==> src/rtl/core/lmss_pkg.sv <==
// ----------------------------------------------------------------------------
// lmss_pkg
// Shared constants and types for the LED matrix scan frame store.
// ----------------------------------------------------------------------------
package lmss_pkg;

   // panel geometry
   localparam int PANEL_COLUMNS_DEFAULT = 64;
   localparam int SCAN_ROWS             = 16;
   localparam int PLANE_COUNT           = 6;   // 3 colors x upper/lower half

   // field widths
   localparam int X_W     = 6;
   localparam int Y_W     = 5;
   localparam int VALUE_W = 8;
   localparam int ROW_W   = 4;
   localparam int BYTE_W  = 8;

   // RGB332 channel masks
   localparam logic [VALUE_W-1:0] RED_MASK   = 8'he0;
   localparam logic [VALUE_W-1:0] GREEN_MASK = 8'h1c;
   localparam logic [VALUE_W-1:0] BLUE_MASK  = 8'h03;

   // store byte value after reset
   localparam logic [BYTE_W-1:0] STORE_INIT = 8'hff;

   // request modes
   localparam logic MODE_WRITE = 1'b0;
   localparam logic MODE_SCAN  = 1'b1;

   // memory access strobes from a client
   typedef struct packed {
      logic rd_en;
      logic wr_en;
   } mem_ctl_type;

endpackage

==> src/rtl/core/lmss_scan_unit.sv <==
// ----------------------------------------------------------------------------
// lmss_scan_unit
// Row counter and row burst reader: advances the counter on a scan tick and
// streams the shift line of the following row through a read hold stage and
// an output register, one byte per cycle when the sink keeps up.
// ----------------------------------------------------------------------------
module lmss_scan_unit #(
   parameter int PANEL_COLUMNS = lmss_pkg::PANEL_COLUMNS_DEFAULT,
   parameter int AW            = 10
) (
   input  logic                        clock,
   input  logic                        reset,
   input  logic                        start,
   input  logic [lmss_pkg::BYTE_W-1:0] rd_data,
   output lmss_pkg::mem_ctl_type       ctl,
   output logic [AW-1:0]               rd_addr,
   output logic                        rsp_valid,
   input  logic                        rsp_ready,
   output logic [lmss_pkg::ROW_W-1:0]  rsp_row_address,
   output logic [lmss_pkg::BYTE_W-1:0] rsp_shift_byte,
   output logic                        rsp_last_byte,
   output logic                        done
);

   localparam int ROW_BYTES = (lmss_pkg::PLANE_COUNT * PANEL_COLUMNS) / 8;
   localparam int CW        = $clog2(ROW_BYTES + 1);

   logic [lmss_pkg::ROW_W-1:0]  row_ff;
   logic                        active_ff;
   logic [CW-1:0]               cnt_ff;
   logic [AW-1:0]               addr_ff;
   logic                        rd_valid_ff;
   logic                        rd_last_ff;
   logic                        out_valid_ff;
   logic [lmss_pkg::BYTE_W-1:0] out_byte_ff;
   logic                        out_last_ff;

   logic [lmss_pkg::ROW_W-1:0]  scan_row;
   logic [AW-1:0]               scan_base;
   logic                        move;
   logic                        issue;

   // burst row is the one after the advanced counter
   always_comb begin
      scan_row  = row_ff + 4'd2;
      scan_base = AW'(32'(scan_row) * 32'(ROW_BYTES));
      move      = rd_valid_ff && (!out_valid_ff || rsp_ready);
      issue     = active_ff && (cnt_ff != CW'(ROW_BYTES)) && (!rd_valid_ff || move);
      done      = out_valid_ff && rsp_ready && out_last_ff;
   end

   // control state
   always_ff @(posedge clock) begin
      if (reset) begin
         row_ff       <= '0;
         active_ff    <= 1'b0;
         cnt_ff       <= '0;
         rd_valid_ff  <= 1'b0;
         out_valid_ff <= 1'b0;
      end else begin
         if (start) begin
            row_ff    <= row_ff + 4'd1;
            active_ff <= 1'b1;
            cnt_ff    <= '0;
         end else begin
            if (done) begin
               active_ff <= 1'b0;
            end
            if (issue) begin
               cnt_ff <= cnt_ff + CW'(1);
            end
         end
         if (issue) begin
            rd_valid_ff <= 1'b1;
         end else if (move) begin
            rd_valid_ff <= 1'b0;
         end
         if (move) begin
            out_valid_ff <= 1'b1;
         end else if (rsp_ready) begin
            out_valid_ff <= 1'b0;
         end
      end
   end

   // address counter and data path
   always_ff @(posedge clock) begin
      if (start) begin
         addr_ff <= scan_base;
      end else if (issue) begin
         addr_ff <= addr_ff + AW'(1);
      end
      if (issue) begin
         rd_last_ff <= (cnt_ff == CW'(ROW_BYTES - 1));
      end
      if (move) begin
         out_byte_ff <= rd_data;
         out_last_ff <= rd_last_ff;
      end
   end

   always_comb begin
      ctl.rd_en = issue;
      ctl.wr_en = 1'b0;
      rd_addr   = addr_ff;
   end

   assign rsp_valid       = out_valid_ff;
   assign rsp_row_address = row_ff;
   assign rsp_shift_byte  = out_byte_ff;
   assign rsp_last_byte   = out_last_ff;

endmodule

==> config.mk <==
export PLATFORM = sky130hd
export DESIGN_NAME = lmss_scan_unit
export DESIGN_NICKNAME = d
export VERILOG_FILES = /design/src/rtl/core/lmss_pkg.sv /design/src/rtl/core/lmss_scan_unit.sv
export SDC_FILE = /design/constraint.sdc
export NUM_CORES = 1
export LEC_CHECK = 0
export BUFFER_PORTS_ARGS = -buffer_cell sky130_fd_sc_hd__buf_4
export CORE_ASPECT_RATIO = 2
export CORE_MARGIN = 5
export CORE_UTILIZATION = 39
export CTS_CLUSTER_DIAMETER = 80
export DETAILED_ROUTE_END_ITERATION = 8
export GPL_TIMING_DRIVEN = 0
export HOLD_SLACK_MARGIN = 0.03
export PLACE_DENSITY_LB_ADDON = 0.12
export SYNTH_ARGS = -nofsm -noshare
export SYNTH_HDL_FRONTEND = slang
export SYNTH_SLANG_ARGS = --single-unit
export TNS_END_PERCENT = 5
==> constraint.sdc <==
create_clock -name clock -period 5.15 [get_ports clock]
set_input_delay 0.7725 -clock clock [delete_from_list [all_inputs] [get_ports clock]]
set_output_delay 0.7725 -clock clock [all_outputs]
set_load 0.005 [all_outputs]
Word-level counts from Yosys, hierarchy flattened
Cells that the tools add are included.
W data, S select, Z words.
{"block": "totals", "regBits": 33, "input_bits": 12}
{"block": "op_classes", "addsub": 4, "mul": 1, "n_eq_ne": 2, "mux": 8, "n_reduce_logical": 14}
{"operator": "$mux W10", "count": 2}
{"operator": "$add A10 B1 Y10 const B", "count": 1}
{"operator": "$reduce_bool A2 Y1", "count": 4}
{"operator": "$add A6 B1 Y6 const B", "count": 1}
{"operator": "$eq A6 B6 Y1 const B", "count": 1}
{"operator": "$mul A4 B2 Y6 const B", "count": 1}
{"operator": "$mux W1", "count": 6}
{"operator": "$ne A6 B6 Y1 const B", "count": 1}
{"operator": "$logic_and A1 B1 Y1", "count": 5}
{"operator": "$add A4 B1 Y4 const B", "count": 1}
{"operator": "$add A4 B2 Y4 const B", "count": 1}
{"operator": "$logic_not A1 Y1", "count": 2}
{"operator": "$logic_or A1 B1 Y1", "count": 2}
{"operator": "$reduce_or A2 Y1", "count": 1}

Depth between registers and ports, before layout
{"block": "depth", "depth_word": 7, "mapped_depth": 8, "ltp_nobuf": 8}

Least setup slack after synthesis
OpenSTA, ideal clock, no wires.
{"block": "synth_path", "path_kind": "input to output", "startpoint": "in rsp_ready", "endpoint": "out ctl[1] in the netlist's numbering", "t_arrival_ns": 1.672, "setup_slack_ns": 2.705, "stages": 5, "path_buffers": 2, "cell_sequence": "and3b_1 > a211o_1 > buf_2 > inv_2 > buf_4"}
{"block": "synth_between", "elab_chain_cells": 4}
{"item": "start, declared", "line_no": "lmss_scan_unit.sv:18", "rtl": "input logic rsp_ready,"}
{"item": "$logic_or A1 B1 Y1", "line_no": "lmss_scan_unit.sv:47", "rtl": "move = rd_valid_ff && (!out_valid_ff || rsp_ready);"}
{"item": "$logic_and A1 B1 Y1", "line_no": "lmss_scan_unit.sv:47"}
{"item": "$logic_or A1 B1 Y1", "line_no": "lmss_scan_unit.sv:48", "rtl": "issue = active_ff && (cnt_ff != CW'(ROW_BYTES)) && (!rd_valid_ff || move);"}
{"item": "$logic_and A1 B1 Y1", "line_no": "lmss_scan_unit.sv:48"}
{"item": "end, declared", "line_no": "lmss_scan_unit.sv:15", "rtl": "output lmss_pkg::mem_ctl_type ctl,"}
No other way between the ends.

Final worst setup path
{"block": "layout_path", "startpoint": "reg cnt_ff[0]", "endpoint": "out ctl[1] in the netlist's numbering"}
{"block": "layout_between", "elab_chain_cells": 3}
{"item": "start, declared", "line_no": "lmss_scan_unit.sv:30", "rtl": "logic [CW-1:0] cnt_ff;"}
{"item": "start signal, assigned", "line_no": "lmss_scan_unit.sv:70", "rtl": "cnt_ff <= cnt_ff + CW'(1);"}
{"item": "$ne A6 B6 Y1", "line_no": "lmss_scan_unit.sv:48"}
{"item": "$logic_and A1 B1 Y1 (2 in a row)", "line_no": "lmss_scan_unit.sv:48"}
No other way between the ends.

==> results.yml <==
logic_synthesis:
  synth_edf_count: 16
  yosysUniqueCellTypes: 35
  async_flop_share: 0
  netlist_instances: 152
  synth_nets: 172
  synth_area_leaders: "edfxtp_1, dfxtp_1, xnor2_1"
  syn_area_per_cell_sq_um: 10.3
  seq_area_frac_synth: 0.525
  yosys_warnings: 0
  synth_top_area_frac: 0.307
  synth-seq-cells: 33
  netlist_area_sq_um: 1560
  yosysMostFrequentCell: "dfxtp_1"
  synthFlopType: "dfxtp_1"
  synth_common_cells: "dfxtp_1, edfxtp_1, nor2_1"
  yosys.area.top_type: "edfxtp_1"
placed_design:
  dpl-instance-area_sq_um: 1900
  place_inst: 239
  place.gp.congestion: 0.782
  dp_hpwl_mm: 2.64
  port-buffer-count: 36
clock_network:
  numCtsBuffers: 5
  hold_buffers: 0
  cts.sinks: 33
  cts_tree: "built"
  path_clk_slew_ns: 0.07
  cts_resized: 0
  cts_max_path_buffers: 2
  cts-root-buf: "clkbuf_8"
  htreeDepth: 2
  post_cts_buffers: 0
  clkLatencyLatePin_ns: 0.29
timing:
  setup_violations: 0
  fmax_mhz: 353
  worst_hold_slack_ns: 0.433
  finalCriticalPeriod_ns: 2.84
  tightest_slew_ns: 1.29
  slew-limit-headroom: 0.132
  fin_crit_sh: 0.551
  timing.setup.tns_ns: 0
  clock_skew_ns: 0.00605
  rsz0062_at_grt: "no"
  drv_slew: 0
  hold_viol: 0
routing:
  ant_nets: 0
  dr.pass1.iters: 4
  drtIter0Drc: 17
  drc: 0
  wl_mm: 3.43
  dr_total_vias: 1223
  wl_per_cell_microns: 13.9
  viasPerCell: 4.95
power_and_ir_drop:
  power_mw: 0.577
  peakVddDrop_mv: 0.175
  p_per_area_nw_per_um2: 291
  p_leak_nw: 0.819
worst_setup_path:
  rrSetupSlack_ns: 2.90
  start_kind: "register"
  path_class: "register to primary output"
  crit_arrival_ns: 2.06
  worstRegToRegCells: 8
  critPathMaxFanout: 11
  end_kind: "primary output"
  cp.required_ns: 4.38
global_route:
  grt_pass1_wl_mm: 5.59
  antenna_found_initial: 0
  track_usage: 0.140
  grt_overflow: 0
  grt_max_degree: 12
  grt_pass1_vias: 1274
die:
  die_area_sq_um: 5450
  rows: 32
  io_pins: 39
  dieWidth_microns: 54.8
  fp.dieH_microns: 99.6
  start_util: 0.403
  coreArea_sq_um: 3880
finish:
  drive_above_1_share: 0.260
  stdcell_count: 247
  syn2layout_area_growth_pct: 26.9
  fillCellCount: 384
  fin_nets: 215
  diodes: 0
  fin_area_sq_um: 1980
min_path:
  worst_hold_path_type: "register to register"
  hold_path_depth: 0
job:
  drv_cap: 0
status:
  status: "completed"
-- cell usage in the layout (no fill, tap or decap), types with 2 or more instances in the layout --
| cell | instances |
|---|---|
| a31o_2 | 2 |
| edfxtp_1 | 16 |
| inv_1 | 10 |
| nor3_1 | 2 |
| o31ai_1 | 2 |
| nor2_1 | 14 |
| a21oi_1 | 9 |
| xor2_1 | 5 |
| a22o_1 | 4 |
| clkinv_2 | 2 |
| nand3_1 | 8 |
| and3_1 | 2 |
| or3_1 | 2 |
| clkbuf_1 | 3 |
| nand2_1 | 12 |
| a211oi_1 | 2 |
| clkbuf_8 | 5 |
| o21ai_0 | 5 |
| dfxtp_1 | 17 |
| xnor2_1 | 12 |
| buf_4 | 38 |
| ha_1 | 8 |
-- worst max-delay path, stage by stage, from the launching register on --
cell      delay, ns
dfxtp_1        0.40
inv_1          0.07
ha_1           0.20
nor4bb_1       0.12
a211o_1        0.34
buf_2          0.20
inv_2          0.20
buf_4          0.15
buf_4          0.09
-- per-layer routing --
metal  GRT usage  routed length (microns)
met1       0.140                     1240
met2       0.242                     1890
met3      0.0405                      217
met4      0.0806                       85
met5           0                        0
-- per-stage QoR --
step / setup WS (ns) / utilization
after floorplan: 2.71 / -
after global placement: 2.34 / 0.489
after detailed placement: 2.34 / 0.489
after CTS: 2.27 / 0.511
after global routing: 2.15 / 0.511
final: 2.31 / 0.511
-- flip-flops by register name (all words and copies together) (netlist names) --
name,cells
rd_valid_ff,1
rsp_shift_byte,8
rsp_valid,1
rd_addr,10
active_ff,1
rsp_last_byte,1
rsp_row_address,4
rd_last_ff,1
cnt_ff,6
-- worst paths after layout --
kind | end | start
setup / recovery | ctl[1] | cnt_ff[0]$_SDFFE_PP0P_
hold / removal | rsp_last_byte$_DFFE_PP_ | rd_last_ff$_DFFE_PP_
setup reg to reg | rd_addr[8]$_DFFE_PP_ | rsp_row_address[1]$_SDFFE_PP0P_
hold reg to reg | rsp_last_byte$_DFFE_PP_ | rd_last_ff$_DFFE_PP_
-- logic make-up (layout without fill, tap and decap cells) --
group | after synthesis | in the layout | synth area share
AND/OR/NAND/NOR | 49 | 49 | 0.153
flip-flops | 33 | 33 | 0.525
AO/OA/AOI/OAI | 26 | 26 | 0.108
XOR/XNOR | 17 | 17 | 0.0952
buffers and inverters | 17 | 61 | 0.0464
adder cells (fa/ha/maj) | 8 | 8 | 0.0640
other | 1 | 1 | 0.00240
multiplexers | 1 | 1 | 0.00640
-- layout make-up --
cell class | count | area (sq um) | share of cell area
inverters | 11 | 41.3 | 0.0208
flip-flops and latches | 33 | 821 | 0.414
clock inverters | 3 | 17.5 | 0.00883
multi-input cells | 102 | 671 | 0.338
repair buffers | 36 | 270 | 0.136
clock buffers | 5 | 68.8 | 0.0347
well taps | 51 | 63.8 | 0.0322
plain buffers | 6 | 31.3 | 0.0158
-- where the power goes --
group / switching [mW] / total [mW] / internal [mW]
registers: 0.0149 / 0.307 / 0.292
logic: 0.0371 / 0.0797 / 0.0426
clock network: 0.0971 / 0.190 / 0.0932
Power figures use the tool's default switching activity.
