### config.mk
export PLATFORM = sky130hd
export DESIGN_NAME = lmss_pixel_unit
export DESIGN_NICKNAME = d
export VERILOG_FILES = /design/src/rtl/core/lmss_pkg.sv /design/src/rtl/core/lmss_pixel_unit.sv
export SDC_FILE = /design/constraint.sdc
export NUM_CORES = 1
export LEC_CHECK = 0
export ABC_AREA = 1
export BUFFER_PORTS_ARGS = -buffer_cell sky130_fd_sc_hd__buf_2
export CAP_MARGIN = 30
export CELL_PAD_IN_SITES_DETAIL_PLACEMENT = 1
export CELL_PAD_IN_SITES_GLOBAL_PLACEMENT = 1
export CORE_MARGIN = 1.5
export CORE_UTILIZATION = 39
export CTS_CLUSTER_SIZE = 24
export DETAILED_ROUTE_END_ITERATION = 16
export GPL_TIMING_DRIVEN = 0
export HOLD_SLACK_MARGIN = 0.15
export PLACE_DENSITY = 0.9
export SYNTH_ARGS = -nofsm -noshare
export SYNTH_HDL_FRONTEND = slang
export SYNTH_SLANG_ARGS = --single-unit
### constraint.sdc
create_clock -name clock -period 2.2 [get_ports clock]
set_input_delay 0 -clock clock [delete_from_list [all_inputs] [get_ports clock]]
set_output_delay 0 -clock clock [all_outputs]
set_load 0.05 [all_outputs]
### src/rtl/core/lmss_pkg.sv
// ----------------------------------------------------------------------------
// lmss_pkg
// Shared constants and types for the LED matrix scan frame store.
// ----------------------------------------------------------------------------
package lmss_pkg;

   // panel geometry
   localparam int PANEL_COLUMNS_DEFAULT = 64;
   localparam int SCAN_ROWS             = 16;
   localparam int PLANE_COUNT           = 6;   // 3 colors x upper/lower half

   // field widths
   localparam int X_W     = 6;
   localparam int Y_W     = 5;
   localparam int VALUE_W = 8;
   localparam int ROW_W   = 4;
   localparam int BYTE_W  = 8;

   // RGB332 channel masks
   localparam logic [VALUE_W-1:0] RED_MASK   = 8'he0;
   localparam logic [VALUE_W-1:0] GREEN_MASK = 8'h1c;
   localparam logic [VALUE_W-1:0] BLUE_MASK  = 8'h03;

   // store byte value after reset
   localparam logic [BYTE_W-1:0] STORE_INIT = 8'hff;

   // request modes
   localparam logic MODE_WRITE = 1'b0;
   localparam logic MODE_SCAN  = 1'b1;

   // memory access strobes from a client
   typedef struct packed {
      logic rd_en;
      logic wr_en;
   } mem_ctl_type;

endpackage

### src/rtl/core/lmss_pixel_unit.sv
// ----------------------------------------------------------------------------
// lmss_pixel_unit
// Pixel write sequencer: three read-modify-write accesses, one per color
// channel, overlapped so that each read's data is modified and written back
// in the following cycle.
// ----------------------------------------------------------------------------
module lmss_pixel_unit #(
   parameter int PANEL_COLUMNS = lmss_pkg::PANEL_COLUMNS_DEFAULT,
   parameter int AW            = 10
) (
   input  logic                         clock,
   input  logic                         reset,
   input  logic                         start,
   input  logic [lmss_pkg::X_W-1:0]     pixel_x,
   input  logic [lmss_pkg::Y_W-1:0]     pixel_y,
   input  logic [lmss_pkg::VALUE_W-1:0] pixel_value,
   input  logic [lmss_pkg::BYTE_W-1:0]  rd_data,
   output lmss_pkg::mem_ctl_type        ctl,
   output logic [AW-1:0]                rd_addr,
   output logic [AW-1:0]                wr_addr,
   output logic [lmss_pkg::BYTE_W-1:0]  wr_data,
   output logic                         done
);

   localparam int ROW_BYTES = (lmss_pkg::PLANE_COUNT * PANEL_COLUMNS) / 8;
   localparam int PW        = $clog2(lmss_pkg::PLANE_COUNT * PANEL_COLUMNS);

   localparam logic [1:0] CHAN_RED   = 2'd0;
   localparam logic [1:0] CHAN_GREEN = 2'd1;
   localparam logic [1:0] CHAN_BLUE  = 2'd2;
   localparam logic [1:0] PH_LAST    = 2'd3;

   logic                         busy_ff, busy_in;
   logic [1:0]                   ph_ff, ph_in;
   logic [lmss_pkg::X_W-1:0]     x_ff;
   logic [lmss_pkg::Y_W-1:0]     y_ff;
   logic [lmss_pkg::VALUE_W-1:0] value_ff;
   logic [AW-1:0]                wr_addr_ff;
   logic [lmss_pkg::BYTE_W-1:0]  mask_ff;
   logic                         on_ff;

   logic [2:0]                   factor;
   logic [PW-1:0]                bit_pos;
   logic [AW-1:0]                row_base;
   logic [AW-1:0]                byte_addr;
   logic [lmss_pkg::BYTE_W-1:0]  bit_mask;
   logic                         chan_on;

   // bit position: (5 - 2c - y/16) * columns + x
   always_comb begin
      factor    = 3'(lmss_pkg::PLANE_COUNT - 1) - {ph_ff, 1'b0} - {2'b00, y_ff[4]};
      bit_pos   = PW'(32'(factor) * 32'(PANEL_COLUMNS)) + PW'(x_ff);
      row_base  = AW'(32'(y_ff[3:0]) * 32'(ROW_BYTES));
      byte_addr = row_base + AW'(bit_pos[PW-1:3]);
      bit_mask  = 8'd1 << bit_pos[2:0];
   end

   // channel on/off from the RGB332 value
   always_comb begin
      case (ph_ff)
         CHAN_RED:   chan_on = |(value_ff & lmss_pkg::RED_MASK);
         CHAN_GREEN: chan_on = |(value_ff & lmss_pkg::GREEN_MASK);
         CHAN_BLUE:  chan_on = |(value_ff & lmss_pkg::BLUE_MASK);
         default:    chan_on = 1'b0;
      endcase
   end

   // sequencer
   always_comb begin
      busy_in = busy_ff;
      ph_in   = ph_ff;
      if (start) begin
         busy_in = 1'b1;
         ph_in   = CHAN_RED;
      end else if (busy_ff) begin
         ph_in = ph_ff + 2'd1;
         if (ph_ff == PH_LAST) begin
            busy_in = 1'b0;
         end
      end
   end

   always_ff @(posedge clock) begin
      if (reset) begin
         busy_ff <= 1'b0;
         ph_ff   <= CHAN_RED;
      end else begin
         busy_ff <= busy_in;
         ph_ff   <= ph_in;
      end
   end

   // request latch and write-back pipeline
   always_ff @(posedge clock) begin
      if (start) begin
         x_ff     <= pixel_x;
         y_ff     <= pixel_y;
         value_ff <= pixel_value;
      end
      if (busy_ff) begin
         wr_addr_ff <= byte_addr;
         mask_ff    <= bit_mask;
         on_ff      <= chan_on;
      end
   end

   // memory access: read channel ph, write back channel ph-1
   always_comb begin
      ctl.rd_en = busy_ff && (ph_ff != PH_LAST);
      ctl.wr_en = busy_ff && (ph_ff != CHAN_RED);
      rd_addr   = byte_addr;
      wr_addr   = wr_addr_ff;
      wr_data   = on_ff ? (rd_data | mask_ff) : (rd_data & ~mask_ff);
   end

   assign done = busy_ff && (ph_ff == PH_LAST);

endmodule

# Word-level counts from Yosys, hierarchy flattened
# Index checks and enable logic that the tools add are counted.
# op_classes
reduce_logical	9
n_shift	1
addsub	5
mux	5
bitwise_logic	3
eq_ne	4
mul	1
# ops
op	count
$add 10x6->10	1
$add 9x6->9	1
$and 8x8->8	1
$mux 8	1
$not 8->8	1
$or 8x8->8	1
$shl 1x3->8 const A	1
$mul 4x2->6 const B	1
$reduce_or 3->1	2
$eq 2x2->1 const B	2
$reduce_or 2->1	2
$logic_and 1x1->1	3
$mux 1	3
$pmux 1 s3	1
$sub 3x1->3	1
$sub 3x3->3 const A	1
$add 2x1->2 const B	1
$eq 2x1->1 const B	1
$logic_not 2->1	1
$ne 2x2->1 const B	1
$reduce_bool 2->1	1
# totals
ff_bits	41
in_bits	30
output_inout_bits	31
wordCells	36

# Logic depth before layout (Yosys ltp)
# Gate-level depths: netlist of the first run.
# logic_depth
word_depth	4
mapped_depth	11
ltp_nobuf	11

# Worst setup path after synthesis of the first run
# Ideal clock, no wire load.
# synth_path
kind	reg-to-reg
start	register ph_ff[0]
end	register wr_addr_ff[6] (netlist: wr_addr[6]) (data pin)
required_ps	1838
period_less_slack_ps	2505
n_path_buf	0
setup_slack_ps	-305
path_stages_with_launch	6
setup_time_ps	362
arrival_time_ps	2143
cell_sequence	dfxtp_1 -> inv_1 -> ha_1 -> inv_1 -> fa_1 -> xnor2_1
# synth_via
elab_chain_len	4
# synth_rtl
element	line_no	text
start, declared	lmss_pixel_unit.sv:34	logic [1:0] ph_ff, ph_in;
start signal, assigned	lmss_pixel_unit.sv:89	ph_ff <= ph_in;
$sub 3x3->3	lmss_pixel_unit.sv:51	factor = 3'(lmss_pkg::PLANE_COUNT - 1) - {ph_ff, 1'b0} - {2'b00, y_ff[4]};
$sub 3x1->3	lmss_pixel_unit.sv:51	
$add 9x6->9	lmss_pixel_unit.sv:52	bit_pos = PW'(32'(factor) * 32'(PANEL_COLUMNS)) + PW'(x_ff);
$add 10x6->10	lmss_pixel_unit.sv:54	byte_addr = row_base + AW'(bit_pos[PW-1:3]);
via rd_addr[6]	lmss_pixel_unit.sv:19	output logic [AW-1:0] rd_addr,
end signal, assigned	lmss_pixel_unit.sv:101	wr_addr_ff <= byte_addr;
end, declared	lmss_pixel_unit.sv:38	logic [AW-1:0] wr_addr_ff;
# The timed path passes the listed nets, and every way through them passes these cells.
# A chain may end at the register's enable or synchronous reset.

# Worst setup path in the final report of the first run
# layout_path
start	register y_ff[1] (netlist bit)
end	output rd_addr[9]
# layout_via
elab_chain_len	2
# layout_rtl
element	line_no	text
start, declared	lmss_pixel_unit.sv:36	logic [lmss_pkg::Y_W-1:0] y_ff;
start signal, assigned	lmss_pixel_unit.sv:97	y_ff <= pixel_y;
$mul 4x2->6	lmss_pixel_unit.sv:53	row_base = AW'(32'(y_ff[3:0]) * 32'(ROW_BYTES));
$add 10x6->10	lmss_pixel_unit.sv:54	
end, declared	lmss_pixel_unit.sv:19	
# No other way between the ends.

==> results of run 1 <==
## how the worst max path moves through the flow
stage                 endpoint     start
floorplan           wr_addr[9]   y_ff[1]
global placement    wr_addr[9]  ph_ff[0]
detailed placement  wr_addr[9]   y_ff[1]
CTS                 rd_addr[9]   y_ff[1]
global route        rd_addr[9]   y_ff[1]
finish              rd_addr[9]   y_ff[1]
## per-stage QoR
step	total power (uW)	util, %
after CTS	2080	56.7
after detailed placement	1540	49.9
after floorplan	1410	-
after global routing	2160	57.3
after global placement	1530	49.9
final	2070	57.3
## routing by layer
metal | vias up | global-route usage [%]
met4 | 0 | 9.01
met1 | 661 | 16.0
met2 | 42 | 29.8
li1 | 653 | -
met5 | - | 0
met3 | 4 | 3.80
## worst max-delay path: cells and delay by family, from the launching register on
family	cells	cell delay (ps)
AND/OR/NAND/NOR	5	370
flip-flops	1	380
adder cells (fa/ha/maj)	2	810
buffers and inverters	3	270
## cell type report
type	count	share of cell area [%]
plain buffers	4	1.17
clock buffers	5	2.69
clock inverters	3	0.830
inverters	21	3.08
multi-input cells	75	22.0
flip-flops and latches	41	47.2
well taps	52	2.54
repair buffers	82	20.6
## registers in the layout, indices dropped and copies added, names as in the netlist
register and flops:
busy_ff 1, on_ff 1, y_ff 5, ph_ff 2, mask_ff 8, value_ff 8
wr_addr 10, x_ff 6
## cell usage after synthesis
cell type / number
sky130_fd_sc_hd__dfxtp_1: 3
sky130_fd_sc_hd__a21oi_1: 2
sky130_fd_sc_hd__nor2_4: 1
sky130_fd_sc_hd__o21ai_1: 3
sky130_fd_sc_hd__inv_1: 21
sky130_fd_sc_hd__nor2_1: 7
sky130_fd_sc_hd__nand2_1: 15
sky130_fd_sc_hd__fa_1: 2
sky130_fd_sc_hd__ha_1: 11
sky130_fd_sc_hd__xnor2_1: 2
sky130_fd_sc_hd__nand3_1: 6
sky130_fd_sc_hd__nand2_2: 3
sky130_fd_sc_hd__mux2_2: 8
sky130_fd_sc_hd__buf_4: 4
sky130_fd_sc_hd__o21ai_0: 2
sky130_fd_sc_hd__xor2_1: 1
sky130_fd_sc_hd__nor3_1: 9
sky130_fd_sc_hd__nand2_4: 1
sky130_fd_sc_hd__edfxtp_1: 38
sky130_fd_sc_hd__or2_1: 2
## where the power goes
group / leakage (uW) / internal, uW / switching [uW]
registers: 0.000397 / 929 / 38.5
logic: 0.000692 / 192 / 414
clock network: 0.0000445 / 225 / 276
## cell families (layout without fill, tap and decap cells)
| kind of cell | after synthesis | in the layout | share of synthesized area, % |
|---|---|---|---|
| compound gates | 7 | 7 | 1.89 |
| buf+inv | 25 | 115 | 5.88 |
| fa+ha+maj | 13 | 13 | 9.60 |
| xor+xnor | 3 | 3 | 1.42 |
| mux | 8 | 8 | 4.87 |
| simple gates | 44 | 44 | 11.4 |
| flops | 41 | 41 | 64.9 |
## repair_timing
item / 4_1_cts / 5_1_grt
hold buffers: 20 / 0
hold endpoints to repair: 22 / 0
gates resized for setup: 5 / 9
setup buffers: 1 / 1
endpoints found under the setup margin: 4 / 4
pin swaps: 0 / 2
## placed cells by master (no fill, tap or decap), types with 6 or more instances in the layout
cell                            count
sky130_fd_sc_hd__buf_2             57
sky130_fd_sc_hd__buf_4              7
sky130_fd_sc_hd__dlygate4sd3_1     20
sky130_fd_sc_hd__edfxtp_1          38
sky130_fd_sc_hd__ha_1              10
sky130_fd_sc_hd__inv_1             18
sky130_fd_sc_hd__mux2_2             8
sky130_fd_sc_hd__nand2_1           14
sky130_fd_sc_hd__nand3_1            6
sky130_fd_sc_hd__nor2_1             7
sky130_fd_sc_hd__nor3_1             9
==> results.py, run 1 <==
metrics = {
    "outcome": {
        "status": "finished, final reports clean",
    },
    "die": {
        "core_region_area_sq_um": 4470,
        "ios": 61,
        "std_cell_rows": 24,
        "dieWidth_um": 71.9,
        "die-area_sq_um": 5170,
        "dieHeight_um": 71.9,
        "start_util_pct": 41.4,
    },
    "routing": {
        "post_drt_wl_per_cell_um": 13.7,
        "met2WireLength_um": 2170,
        "top_signal_layer_used": "met4",
        "detail-route-antenna-nets": 0,
        "detail_route.wirelength_um": 3870,
        "wirelength_met1_um": 1470,
        "vias": 1360,
        "routed_via_density": 4.81,
        "first_pass_iters": 4,
        "drt_iter0_drc": 93,
        "met3_wirelength_um": 163,
        "remaining_drc_errors": 0,
    },
    "synth": {
        "post_synth_instance_area_sq_um": 1850,
        "synth_largest_type_area_fraction_pct": 61.7,
        "synth_area_per_cell_sq_um": 13.1,
        "yosysUniqueCellTypes": 20,
        "synth.area.top_cells": "sky130_fd_sc_hd__edfxtp_1 (62%), sky130_fd_sc_hd__ha_1 (7.4%), sky130_fd_sc_hd__mux2_2 (4.9%)",
        "synth.ff_latch_count": 41,
        "synth_fp_nets": 184,
        "synth_cells": 141,
        "yosysSeqAreaShare_pct": 64.9,
        "yosysTopAreaCell": "sky130_fd_sc_hd__edfxtp_1",
        "yosys_warnings": 0,
    },
    "critical_path": {
        "worstSetupPathType": "reg -> out",
        "worst-endpoint-required_ps": 2200,
        "reg2reg_depth": 9,
        "reg2reg_setup_slack_ps": 320,
        "crit_path_top_delay_cell": "sky130_fd_sc_hd__fa_2",
        "crit_path_dat_ps": 2110,
        "cp_startpoint_kind": "flop",
        "regToRegEndpoint": "wr_addr[9]",
        "crit_chain": "ha_2 > inv_2 > fa_2 > inv_2 > nand2_2 > nor2_4 > nand3_1 > nand2_1 > nand2_1 > buf_6",
        "cp_slowest_stage_delay_ps": 610,
        "critical_path.max_fanout": 2,
        "rr_startpoint": "y_ff[1]",
        "sort_of_element_at_the_end_of_the_critical_path": "primary output",
    },
    "clock_tree": {
        "cts_sinks": 41,
        "tritoncts_clock_tree": "yes",
        "cts_htree_levels": 2,
        "cts-root-to-sink-buffers": 2,
        "insertion_delay_ps": 300,
        "clockRootBuffer": "sky130_fd_sc_hd__clkbuf_8",
        "clkSlewWorstSetupHoldPaths_ps": 90,
        "tritoncts.num_buffers": 5,
    },
    "pwr": {
        "vdd_drop_max_mv": 0.391,
        "leakagePower_uw": 0.00113,
        "power-per-cell-area_nw_per_um2": 810,
    },
    "finish": {
        "final_net_count": 273,
        "area_of_the_multi_input_gates_sq_um": 563,
        "area_growth_syn_to_layout_pct": 38.5,
        "regArea_sq_um": 1210,
        "fillerInstances": 469,
        "cell_area_after_layout_sq_um": 2560,
        "final_cell_count_no_fill": 283,
        "diodes": 0,
        "layout-drive-gt1-share_pct": 42.0,
    },
    "worst_hold_path": {
        "worst_hold_path.endpoint": "x_ff[5]",
        "cell_depth_of_the_worst_hold_path": 1,
        "hold_path.startpoint": "start",
        "worstHoldPathType": "in -> reg",
    },
    "place": {
        "gp_congestion": 0.708,
        "pre_cts_ws_ps": 173,
        "post-place-cells": 253,
        "dp_hpwl_um": 2700,
        "placedInstanceArea_sq_um": 2230,
        "portBuffers": 60,
    },
    "global_routing": {
        "grt_start_max_net_pins": 23,
        "grt_overflow": 0,
        "global_route_wire_length_before_repair_um": 6090,
        "first_global_vias": 1398,
        "grt_antenna_before_repair": 0,
        "grt_usage_pct": 16.0,
    },
    "timing": {
        "layout_min_cycle_time_ps": 2110,
        "fin_ws_ps": 94.7,
        "hold_viol": 0,
        "timing_worst_slew_pin_value_ps": 988,
        "fraction_of_the_cycle_the_final_worst_path_needs_pct": 95.7,
        "finalHoldWorstSlack_ps": 182,
        "setup_total_negative_slack_ps": 0,
        "max_clock_freq_mhz": 475,
        "setup-violations-final": 0,
        "maxSlewHeadroom_pct": 34.1,
        "drv_slew": 0,
        "finalClockSkew_ps": 9.74,
    },
    "flow_run": {
        "drv_cap": 0,
    },
}
Power figures use the tool's default switching activity.
==> run 2: changes to the inputs <==
--- a/config.mk
+++ b/config.mk
@@ -17,6 +17,7 @@
 export GPL_TIMING_DRIVEN = 0
 export HOLD_SLACK_MARGIN = 0.15
 export PLACE_DENSITY = 0.9
+export REMOVE_ABC_BUFFERS = 1
 export SYNTH_ARGS = -nofsm -noshare
 export SYNTH_HDL_FRONTEND = slang
 export SYNTH_SLANG_ARGS = --single-unit
==> run 2 against run 1 <==
Effect of this change: total power grew 5.4%; wire length grew 15%; clock-buffer cell count grew 1; first-iteration DRC count grew 23%; worst hold slack gained 4.6 ps; critical endpoint is now rd_addr[8].
==> results.py, run 2 (synthesized netlist as in run 1, its figures left out) <==
metrics = {
    "outcome": {
        "status": "finished, final reports clean",
    },
    "finish": {
        "layout_common_cells": "sky130_fd_sc_hd__buf_2 (56), sky130_fd_sc_hd__edfxtp_1 (38), sky130_fd_sc_hd__dlygate4sd3_1 (20)",
        "layout-drive-gt1-share_pct": 40.5,
        "area_growth_syn_to_layout_pct": 38.3,
        "regArea_sq_um": 1210,
        "diodes": 0,
        "area_of_the_multi_input_gates_sq_um": 571,
        "final_net_count": 269,
        "cell_area_after_layout_sq_um": 2560,
        "most_common_library_cell_in_the_layout_ignoring_fill_and_taps": "sky130_fd_sc_hd__buf_2",
        "final_core_utilization_pct": 57.2,
        "fillerInstances": 487,
        "largest_register_ffs": 10,
    },
    "critical_path": {
        "crit_path_dat_ps": 2130,
        "sort_of_element_at_the_end_of_the_critical_path": "primary output",
        "reg2reg_setup_slack_ps": 290,
        "critical_path.max_fanout": 4,
        "cp_startpoint_kind": "flop",
        "cp_slowest_stage_delay_ps": 470,
        "crit_chain": "inv_1 > ha_4 > inv_1 > fa_1 > nand2_1 > nor2_1 > nand3_1 > nand2_1 > clkbuf_4",
        "worstSetupPathType": "reg -> out",
        "crit_path_top_delay_cell": "sky130_fd_sc_hd__fa_1",
        "worst-endpoint-required_ps": 2200,
    },
    "place": {
        "gp_congestion": 0.713,
        "dp_hpwl_um": 2850,
        "pre_cts_ws_ps": 193,
        "placedInstanceArea_sq_um": 2190,
        "portBuffers": 60,
    },
    "timing": {
        "drv_slew": 0,
        "fraction_of_the_cycle_the_final_worst_path_needs_pct": 96.9,
        "fin_ws_ps": 67.4,
        "max_clock_freq_mhz": 469,
        "timing_worst_slew_pin_value_ps": 958,
        "setup_total_negative_slack_ps": 0,
        "maxSlewHeadroom_pct": 36.1,
        "finalHoldWorstSlack_ps": 186,
        "finalClockSkew_ps": 6.06,
        "hold_viol": 0,
        "setup-violations-final": 0,
        "layout_min_cycle_time_ps": 2130,
    },
    "global_routing": {
        "first_global_vias": 1474,
        "grt_overflow": 0,
        "grt_antenna_before_repair": 0,
        "grt_usage_pct": 17.9,
        "global_route_wire_length_before_repair_um": 6870,
        "grt_start_max_net_pins": 23,
    },
    "clock_tree": {
        "insertion_delay_ps": 300,
        "tritoncts_clock_tree": "yes",
        "cts_sinks": 41,
        "cts-root-to-sink-buffers": 2,
        "clkSlewWorstSetupHoldPaths_ps": 80,
        "tritoncts.num_buffers": 5,
        "cts_htree_levels": 2,
        "clockRootBuffer": "sky130_fd_sc_hd__clkbuf_8",
    },
    "routing": {
        "drt_iter0_drc": 114,
        "detail_route.wirelength_um": 4470,
        "detail-route-antenna-nets": 0,
        "remaining_drc_errors": 0,
        "post_drt_wl_per_cell_um": 16.0,
        "first_pass_iters": 4,
        "routed_via_density": 4.85,
        "vias": 1354,
    },
    "pwr": {
        "power-per-cell-area_nw_per_um2": 854,
        "vdd_drop_max_mv": 0.341,
        "leakagePower_uw": 0.00112,
    },
    "die": {
        "core_region_area_sq_um": 4470,
        "std_cell_rows": 24,
        "dieWidth_um": 71.9,
        "dieHeight_um": 71.9,
        "die-area_sq_um": 5170,
        "ios": 61,
        "start_util_pct": 41.4,
    },
    "worst_hold_path": {
        "worstHoldPathType": "in -> reg",
    },
    "flow_run": {
        "drv_cap": 0,
    },
}
-- run 2: cell count changes in the layout (fill, tap and decap cells not counted), sizes merged --
cell and delta:
clkinvlp -1, buf -5, clkbuf +2, bufinv +1, inv -1
-- run 2: critical path, delay by kind of cell (launching register included) --
family | cells | cell delay, ps
adders and majority gates | 2 | 760
and+or+nand+nor | 4 | 310
buffers and inverters | 3 | 390
DFF | 1 | 380
-- run 2: what timing repair did --
action | 4_1_cts | 5_1_grt
hold endpoints to repair | 22 | 0
endpoints found under the setup margin | 4 | 4
pin swaps | 0 | 2
resized for setup | 5 | 13
buffers inserted | 0 | 2
hold buffers | 20 | 0
-- run 2: stage by stage --
stage                     power (uW)  cells
final                           2190    279
after global routing            2260    279
after CTS                       2160    277
after detailed placement        1530    249
after global placement          1510    249
after floorplan                 1390    137
-- run 2: layout make-up --
| type | count | area share [%] |
|---|---|---|
| clock buffer | 6 | 2.84 |
| clock inverter | 2 | 1.32 |
| inverter | 21 | 3.08 |
| multi-input combinational | 75 | 22.3 |
| sequential | 41 | 47.2 |
| tap | 52 | 2.54 |
| timing repair buffer | 82 | 20.7 |
-- run 2: path summary, 6_finish.rpt --
check,start,end,depth (start not counted)
worst max-delay path,ph_ff[1],rd_addr[8],9
worst min-delay path,start,x_ff[5],1
worst max register to register,y_ff[0],wr_addr[9],9
worst min register to register,x_ff[4],wr_addr[1],0
-- run 2: per-layer routing --
metal / vias up / routed length (um) / GRT usage (%)
li1: 645 / - / -
met1: 649 / 1600 / 17.5
met2: 45 / 2520 / 34.3
met3: 15 / 162 / 3.09
met4: 0 / 183 / 11.3
met5: - / 0 / 0
-- run 2: power breakdown --
group / internal, uW / total (uW) / switching (uW)
sequential: 929 / 971 / 41.6
clock: 335 / 598 / 263
combinational: 190 / 617 / 427
total: 1450 / 2190 / 732
